**src/hdl/ljpf_delay.sv**
```systemverilog
// Enabled delay line that keeps operands aligned with the pipeline.
`default_nettype none
module ljpf_delay #(
  parameter int W     = 8,
  parameter int DEPTH = 1
) (
  input  wire logic         clk_i,
  input  wire logic         rst_ni,
  input  wire logic         en_i,
  input  wire logic [W-1:0] d_i,
  output logic      [W-1:0] q_o
);

  logic [W-1:0] sh_q [DEPTH];

  always_ff @(posedge clk_i or negedge rst_ni) begin
    if (!rst_ni) begin
      for (int i = 0; i < DEPTH; i++) sh_q[i] <= '0;
    end else if (en_i) begin
      sh_q[0] <= d_i;
      for (int i = 1; i < DEPTH; i++) sh_q[i] <= sh_q[i-1];
    end
  end

  assign q_o = sh_q[DEPTH-1];

endmodule
`default_nettype wire

```
**config.mk**
```make
export PLATFORM = sky130hd
export DESIGN_NAME = ljpf_delay
export DESIGN_NICKNAME = d
export VERILOG_FILES = /design/src/hdl/ljpf_delay.sv
export SDC_FILE = /design/constraint.sdc
export NUM_CORES = 1
export LEC_CHECK = 0
export BUFFER_PORTS_ARGS = -buffer_cell sky130_fd_sc_hd__clkbuf_2
export CAP_MARGIN = 20
export CORE_AREA = 5 5 42 44
export CTS_BUF_LIST = sky130_fd_sc_hd__clkbuf_8 sky130_fd_sc_hd__clkbuf_16
export CTS_CLUSTER_SIZE = 25
export DETAILED_ROUTE_END_ITERATION = 12
export DIE_AREA = 0 0 47 49
export PLACE_DENSITY_LB_ADDON = 0.3
export SYNTH_ARGS = -nofsm -noshare
export SYNTH_HDL_FRONTEND = slang
export SYNTH_SLANG_ARGS = --single-unit
```
**constraint.sdc**
```tcl
create_clock -name clk_i -period 0.8 [get_ports clk_i]
set_input_delay 0.2 -clock clk_i [delete_from_list [all_inputs] [get_ports clk_i]]
set_output_delay 0.2 -clock clk_i [all_outputs]
set_load 0.05 [all_outputs]
```
# == Word-level counts from Yosys, hierarchy flattened ==
# Index checks and enable logic that the tools add are counted.
# W data, S select, Z words.
# word_totals
register_bits,8
out_inout_bits,8
word_cells,1

# == Longest topological paths before layout ==
# Gate-level depths: netlist of run 1.
# depth
ltp_word,0
mapped_depth,2
depth_no_buf,1

# == Worst setup path after synthesis of run 1 ==
# No wires, ideal clock.
# synth_path
path_kind,flip-flop to flip-flop
startpoint,"reg, netlist name q_o[0]"
endpoint,"reg sh_q, in the netlist q_o[0]"
path_stages_with_launch,2
t_arrival_ps,869
period_less_slack_ps,994
path_slack_ps,-194
t_required_ps,675
cell_sequence,dfrtp_1 > mux2_4
# synth_lines
element,line_no,source
to (decl),14,logic [W-1:0] sh_q [DEPTH];

# == Worst setup path in the final report of run 1 ==
# layout_path
startpoint,"reg sh_q, in the netlist q_o[6]"
endpoint,out q_o[6]
# layout_lines
element,line_no,source
to (decl),11,output logic [W-1:0] q_o
# No word-level cell between the ends.

==> flow_summary.yaml, run 1 <==
outcome:
  status: "finished, violations left"
  violations: "setup timing"
timing:
  setup_tns_ps: -1730
  worstMarginPinSlew_ps: 309
  max_freq_mhz: 984
  setup_violations: 11
  grt_setup_unrepaired: "true"
  hold_viol: 0
  finalMaxSlewViolations: 0
  finClkSkew_ps: 0
  relSlewSlack_pct: 79.4
  post-route-period-util_pct: 127
  fin_crit_ps: 1020
  fin_ws_ps: -216
clock_network:
  cts_max_level: 1
  cts_tree: "built"
  clk_latency_ps: 220
  cts-buffers-inserted: 3
  clkSlewWorstSetupHoldPaths_ps: 40
  root_buffer: "clkbuf_8"
  cts.sink_count: 8
  clockBufferDepth: 2
global_route:
  grt_max_degree: 9
  grt.overflow.total: 0
  antenna_found_initial: 0
  grt_pass1_wl_um: 1170
  first_global_vias: 278
  grt_usage_pct: 7.29
synth:
  ys_seq_area_share_pct: 60.4
  synth_top_family_by_area: "multiplexers"
  synth_seq_cells: 8
  synth-simple-area-share_pct: 0
  syn_nets: 28
  synth_cells: 17
  synth_top_area_share_pct: 60.4
  synth_compound_area_share_pct: 0
  synthXorXnorAreaFrac_pct: 0
  ys_types: 3
  synthAdderAreaFrac_pct: 0
  ys_warn_count: 0
  syn_avg_cell_area_um2: 19.5
  syn_area_um2: 332
  synthTopCellsByArea: "dfrtp_1 (60%), mux2_4 (36%), buf_6 (3.4%)"
  synthMuxAreaShare_pct: 36.2
  synth.largest_area_cell: "dfrtp_1"
final_layout:
  largest_reg_flops: 8
  utilization_pct: 42.9
  fin_nets: 53
  syn2layout_area_growth_pct: 81.1
  drive_gt1_share_pct: 97.5
  final_common_cell: "clkbuf_2"
  final_cell_mix: "clkbuf_2 (10), mux2_4 (8), dfrtp_2 (8), buf_8 (7), clkbuf_8 (3)"
  fill_cells: 137
  antenna_cells: 0
die:
  start_util_pct: 23.7
  rows: 14
  fp.dieW_um: 47
  num_io_pins: 19
  fp.dieH_um: 49
  dieArea_mm2: 0.00230
  core-area_mm2: 0.00140
setup_path:
  crit_required_ps: 600
  worstSetupStartpointType: "flip-flop"
  path_max_fanout: 2
  max_stage_delay_ps: 420
  worst-path-buf-inv: 1
  worstPathArrival_ps: 820
  crit_chain: "clkbuf_16"
  crit_type: "flip-flop to output port"
  crit_slowest_cell: "dfrtp_2"
  critical-path-top-delay-family: "flip-flops"
  r2r_start: "q_o[0]"
  r2r_setup_slack_ps: -120
  cp-end-kind: "output port"
  crit_path_start: "q_o[6]"
place:
  place_ws_ps: -144
  gp_congestion: 0.634
  io_buffers: 18
worst_hold_path:
  hp-start: "d_i[5]"
  hold_path_class: "input pin to flip-flop"
pwr:
  p_switching_uw: 384
  p_per_area_mw_per_mm2: 2290
  power.share.clock_pct: 33.8
  vdd_drop_max_mv: 0.849
  internal_power_uw: 992
  power.share.sequential_pct: 36.0
  switching_share_pct: 27.9
  leakage_uw: 0.000294
  comb_power_share_pct: 30.2
route:
  drt-total-wl_um: 768
  wire_per_inst_um: 13.7
  drt_iter0_markers: 0
  ant_nets: 0
  firstDrtPassIters: 1
  viasPerCell: 4.05
  drc: 0
  vias: 227
flow_run:
  drv_cap: 0
## cells in the mapped netlist (all sizes together)
master and n:
buf 1, dfrtp 8, mux2 8
## final timing paths
path                                to  cells after the start
worst max-delay path            q_o[6]                      1
worst min-delay path            q_o[5]                      2
worst max register to register  q_o[0]                      2
worst min register to register  q_o[3]                      1
max in group asynchronous       q_o[4]                      2
min in group asynchronous       q_o[7]                      2
## cell families after synthesis
logic type and after synthesis:
mux 8, buf+inv 1, flops 8
## cell type report
type	instances	area, um^2	share of cell area (%)
multi-input cells	8	120	20.0
clock buffers	3	41.3	6.87
well taps	16	20.0	3.33
flip-flops and latches	8	210	35.0
repair buffers	21	209	34.8
## power by group through the flow
stage               sequential [uW]  combinational [uW]  clock [uW]
global placement                479                 301           0
detailed placement              482                 305           0
global route                    499                 430         513
floorplan                       627                79.5           0
CTS                             486                 394         492
finish                          495                 415         465
## per-stage QoR
stage | instances | power [uW] | instance area [um^2] | hold WS (ps)
2_1_floorplan | 17 | 707 | 342 | -95.6
3_3_place_gp | 50 | 780 | 440 | 51.4
3_5_place_dp | 50 | 787 | 440 | 63.9
4_1_cts | 55 | 1370 | 584 | 203
5_1_grt | 56 | 1440 | 601 | 209
6_report | 56 | 1380 | 601 | 210
## layer usage
| metal | share of wire, % | track usage, % |
|---|---|---|
| met3 | 9.8 | 2.58 |
| met1 | 40 | 8.04 |
| met5 | 0 | 0 |
| met2 | 50 | 11.5 |
| met4 | 0 | 4.15 |
## repair_timing
action                     CTS  global route
setup endpoints to repair    8            10
gates resized for setup     18             7
hold endpoints to repair     8             0
hold buffers                 1             0
setup buffers                1             1
Power figures use the tool's default switching activity.
==> inputs of run 2 (changes only) <==
HOLD_SLACK_MARGIN = 0.12   (was unset)
clock period = 0.91 ns   (was 0.8 ns; I/O delays follow)
==> run 2 against run 1 <==
First-iteration DRC count did not move. Combinational power is 13% lower. Global-route usage stayed put. Critical path depth stayed put. Total power is 12% lower. Clock skew did not move. Wire length up 0.13%. Largest power group unchanged. Hold slack better by 28 ps. Non-clock buffer count did not move. The flow still finishes with violations (setup timing). Die area unchanged. Cell count did not move. Via count grew 0.44%.
==> flow_summary.yaml, run 2 (synthesized netlist as in run 1, its figures left out) <==
die:
  rows: 14
  fp.dieW_um: 47
  num_io_pins: 19
  core-area_mm2: 0.00140
  start_util_pct: 23.7
  fp.dieH_um: 49
  dieArea_mm2: 0.00230
final_layout:
  final_common_cell: "clkbuf_2"
  final_cell_mix: "clkbuf_2 (10), mux2_4 (8), dfrtp_2 (8), buf_8 (7), clkbuf_8 (3)"
  antenna_cells: 0
  design_area_um2: 597
  drive_gt1_share_pct: 97.5
  largest_reg_flops: 8
  utilization_pct: 42.6
  fill_cells: 138
  syn2layout_area_growth_pct: 80.0
  fin_nets: 53
  ff_latch_area_um2: 210
  multi_input_area_um2: 120
global_route:
  grt_usage_pct: 7.29
  grt_max_degree: 9
  antenna_found_initial: 0
  grt_pass1_wl_um: 1170
  first_global_vias: 278
  grt.overflow.total: 0
route:
  vias: 228
  firstDrtPassIters: 1
  wire_per_inst_um: 13.7
  drt_iter0_markers: 0
  drc: 0
  ant_nets: 0
  drt-total-wl_um: 769
  viasPerCell: 4.07
place:
  io_buffers: 18
  place_ws_ps: -61.1
  gp_congestion: 0.634
  place_area_um2: 440
pwr:
  vdd_drop_max_mv: 0.746
  p_per_area_mw_per_mm2: 2020
  leakage_uw: 0.000292
setup_path:
  cp-end-kind: "output port"
  crit_slowest_cell: "dfrtp_2"
  worstPathArrival_ps: 810
  crit_type: "flip-flop to output port"
  path_max_fanout: 2
  worst-path-buf-inv: 1
  critical-path-top-delay-family: "flip-flops"
  worstSetupStartpointType: "flip-flop"
  max_stage_delay_ps: 410
  crit_chain: "clkbuf_16"
  crit_required_ps: 680
outcome:
  status: "finished, violations left"
  violations: "setup timing"
clock_network:
  cts_tree: "built"
  cts.sink_count: 8
  clockBufferDepth: 2
  root_buffer: "clkbuf_8"
  clkSlewWorstSetupHoldPaths_ps: 40
  clk_latency_ps: 220
  cts-buffers-inserted: 3
  cts_max_level: 1
timing:
  finClkSkew_ps: 0
  worstMarginPinSlew_ps: 306
  post-route-period-util_pct: 114
  setup_tns_ps: -854
  hold_viol: 0
  max_freq_mhz: 966
  hold_ws_ps: 237
  setup_violations: 10
  relSlewSlack_pct: 79.6
  finalMaxSlewViolations: 0
  fin_ws_ps: -125
  fin_crit_ps: 1030
  grt_setup_unrepaired: "true"
flow_run:
  drv_cap: 0
worst_hold_path:
  hold_path_class: "input pin to flip-flop"
-- run 2: cell count changes in the layout (fill, tap and decap cells not counted) --
cell / previous run / this run
buf_4: 1 / 2
buf_6: 1 / 0
-- run 2: layer usage --
metal / track usage (%) / wire (um)
met3: 2.58 / 80
met2: 11.5 / 386
met1: 8.04 / 302
met5: 0 / 0
met4: 4.15 / 0
-- run 2: cell type report --
| type | count | area share, % |
|---|---|---|
| Sequential cell | 8 | 35.2 |
| Multi-Input combinational cell | 8 | 20.1 |
| Timing Repair Buffer | 21 | 34.4 |
| Clock buffer | 3 | 6.92 |
| Tap cell | 16 | 3.35 |
-- run 2: repair_timing --
action,CTS,global route
endpoints found under the setup margin,8,9
endpoints found under the hold margin,8,0
setup buffers,1,1
hold buffers,1,0
gates resized for setup,17,7
-- run 2: final timing paths --
kind | from | endpoint | slack, ps | depth (start not counted)
worst max-delay path | q_o[6] | q_o[6] | -120 | 1
worst min-delay path | d_i[1] | q_o[1] | 240 | 2
worst max register to register | q_o[6] | q_o[6] | -10 | 2
worst min register to register | q_o[3] | q_o[3] | 540 | 1
max in group asynchronous | rst_ni | q_o[4] | 320 | 2
min in group asynchronous | rst_ni | q_o[5] | 400 | 2
-- run 2: power by group --
group	switching, uW	internal, uW
clock network	124	285
registers	34.3	400
logic	179	184
-- run 2: stage by stage --
step | instances | total power [uW]
final | 56 | 1210
after global routing | 56 | 1260
after CTS | 55 | 1200
after detailed placement | 50 | 691
after global placement | 50 | 686
after floorplan | 17 | 621
==> inputs of run 3 (changes only) <==
BUFFER_PORTS_ARGS = unset   (was -buffer_cell sky130_fd_sc_hd__clkbuf_2)
DONT_BUFFER_PORTS = 1   (was unset)
PLACE_DENSITY_LB_ADDON = 0.2   (was 0.3)
==> run 3 against run 2 <==
The run still ends with setup timing left. Via count is 21% lower. Fmax rose by 1.4%. Critical path depth unchanged. Critical endpoint is now q_o[5]. Largest power group unchanged. Highest routed layer unchanged.
==> flow_summary.yaml, run 3 (synthesized netlist as in run 1, its figures left out) <==
outcome:
  status: "finished, violations left"
  violations: "setup timing"
final_layout:
  design_area_um2: 562
  final_cell_mix: "mux2_4 (8), buf_12 (8), dfrtp_2 (8), clkbuf_8 (3), dlygate4sd3_1 (1)"
  fin_nets: 41
  syn2layout_area_growth_pct: 69.4
  antenna_cells: 0
  drive_gt1_share_pct: 96.4
  largest_reg_flops: 8
  fill_cells: 143
  utilization_pct: 40.1
place:
  place_area_um2: 510
  dpl.hpwl_um: 509
  gp_congestion: 0.567
  place_ws_ps: 108
  io_buffers: 0
setup_path:
  path_max_fanout: 2
  crit_path_start: "q_o[5]"
  r2r_start: "q_o[1]"
  worst-path-buf-inv: 1
  critPathCapture: "q_o[5]"
  cp-end-kind: "output port"
  cp.depth: 1
  critical-path-top-delay-family: "flip-flops"
  max_stage_delay_ps: 420
  crit_type: "flip-flop to output port"
  worstPathArrival_ps: 790
  crit_required_ps: 680
  r2r_end: "q_o[1]"
  crit_chain: "buf_12"
  r2r_setup_slack_ps: 100
  crit_slowest_cell: "dfrtp_2"
  r2r_cells: 1
  worstSetupStartpointType: "flip-flop"
timing:
  grt_setup_unrepaired: "true"
  fin_ws_ps: -111
  finalMaxSlewViolations: 0
  relSlewSlack_pct: 76.2
  finClkSkew_ps: 0
  max_freq_mhz: 980
  hold_ws_ps: 150
  setup_violations: 8
  setup_tns_ps: -864
  fin_crit_ps: 1020
  hold_viol: 0
  post-route-period-util_pct: 112
  worstMarginPinSlew_ps: 355
global_route:
  grt_usage_pct: 6.74
  grt_pass1_wl_um: 1030
  antenna_found_initial: 0
  first_global_vias: 224
  grt_max_degree: 9
  grt.overflow.total: 0
route:
  drc: 0
  firstDrtPassIters: 2
  viasPerCell: 4.07
  wire_per_inst_um: 14.9
  drt_iter0_markers: 2
  vias: 179
  ant_nets: 0
  drt-total-wl_um: 657
clock_network:
  cts.sink_count: 8
  clockBufferDepth: 2
  post_cts_buffers: 0
  cts_max_level: 1
  root_buffer: "clkbuf_8"
  clkSlewWorstSetupHoldPaths_ps: 40
  cts_tree: "built"
  clk_latency_ps: 220
  post_cts_resized: 0
  cts-buffers-inserted: 3
die:
  dieArea_mm2: 0.00230
  fp.dieW_um: 47
  num_io_pins: 19
  fp.dieH_um: 49
  rows: 14
  core-area_mm2: 0.00140
  start_util_pct: 23.7
pwr:
  vdd_drop_max_mv: 0.722
  p_per_area_mw_per_mm2: 2140
  leakage_uw: 0.000252
worst_hold_path:
  hold_path_class: "input pin to flip-flop"
flow_run:
  drv_cap: 0
==> run 3: cell types whose count changed in the layout (fill, tap and decap cells not counted) <==
cell / change
buf_4: -2
clkbuf_16: -1
buf_12: +8
buf_8: -7
clkbuf_2: -10
==> run 3: layout make-up <==
cell class / instances / area [um^2] / area share, %
clock buffer: 3 / 41.3 / 7.35
multi-input combinational: 8 / 120 / 21.4
sequential: 8 / 210 / 37.4
tap: 16 / 20.0 / 3.56
timing repair buffer: 9 / 170 / 30.3
==> run 3: through the flow <==
stage	power, uW	instances
4_1_cts	1230	44
3_5_place_dp	789	40
2_1_floorplan	621	17
6_report	1200	44
3_3_place_gp	788	40
5_1_grt	1250	44
==> run 3: repair_timing <==
item / 4_1_cts / 5_1_grt
endpoints found under the setup margin: 8 / 8
hold endpoints to repair: 8 / 0
hold buffers: 1 / 0
==> run 3: routing by layer <==
metal | wire, um | vias up | track usage, %
met5 | 0 | - | 0
met4 | 0 | 0 | 6.91
met3 | 70 | 0 | 3.32
met2 | 301 | 12 | 8.60
met1 | 284 | 86 | 7.43
li1 | - | 81 | -
==> run 3: how the worst min path moves through the flow <==
stage	cells after the start	from	slack, ps	endpoint
5_1_grt	1	d_i[2]	140	q_o[2]
3_5_place_dp	0	rst_ni	-70	q_o[6]
6_report	1	d_i[2]	150	q_o[2]
4_1_cts	1	d_i[2]	140	q_o[2]
3_3_place_gp	0	rst_ni	-70	q_o[6]
2_1_floorplan	0	rst_ni	-70	q_o[0]
==> run 3: power by group <==
group / internal [uW] / switching [uW]
sequential: 401 / 39.5
combinational: 192 / 159
clock: 285 / 127
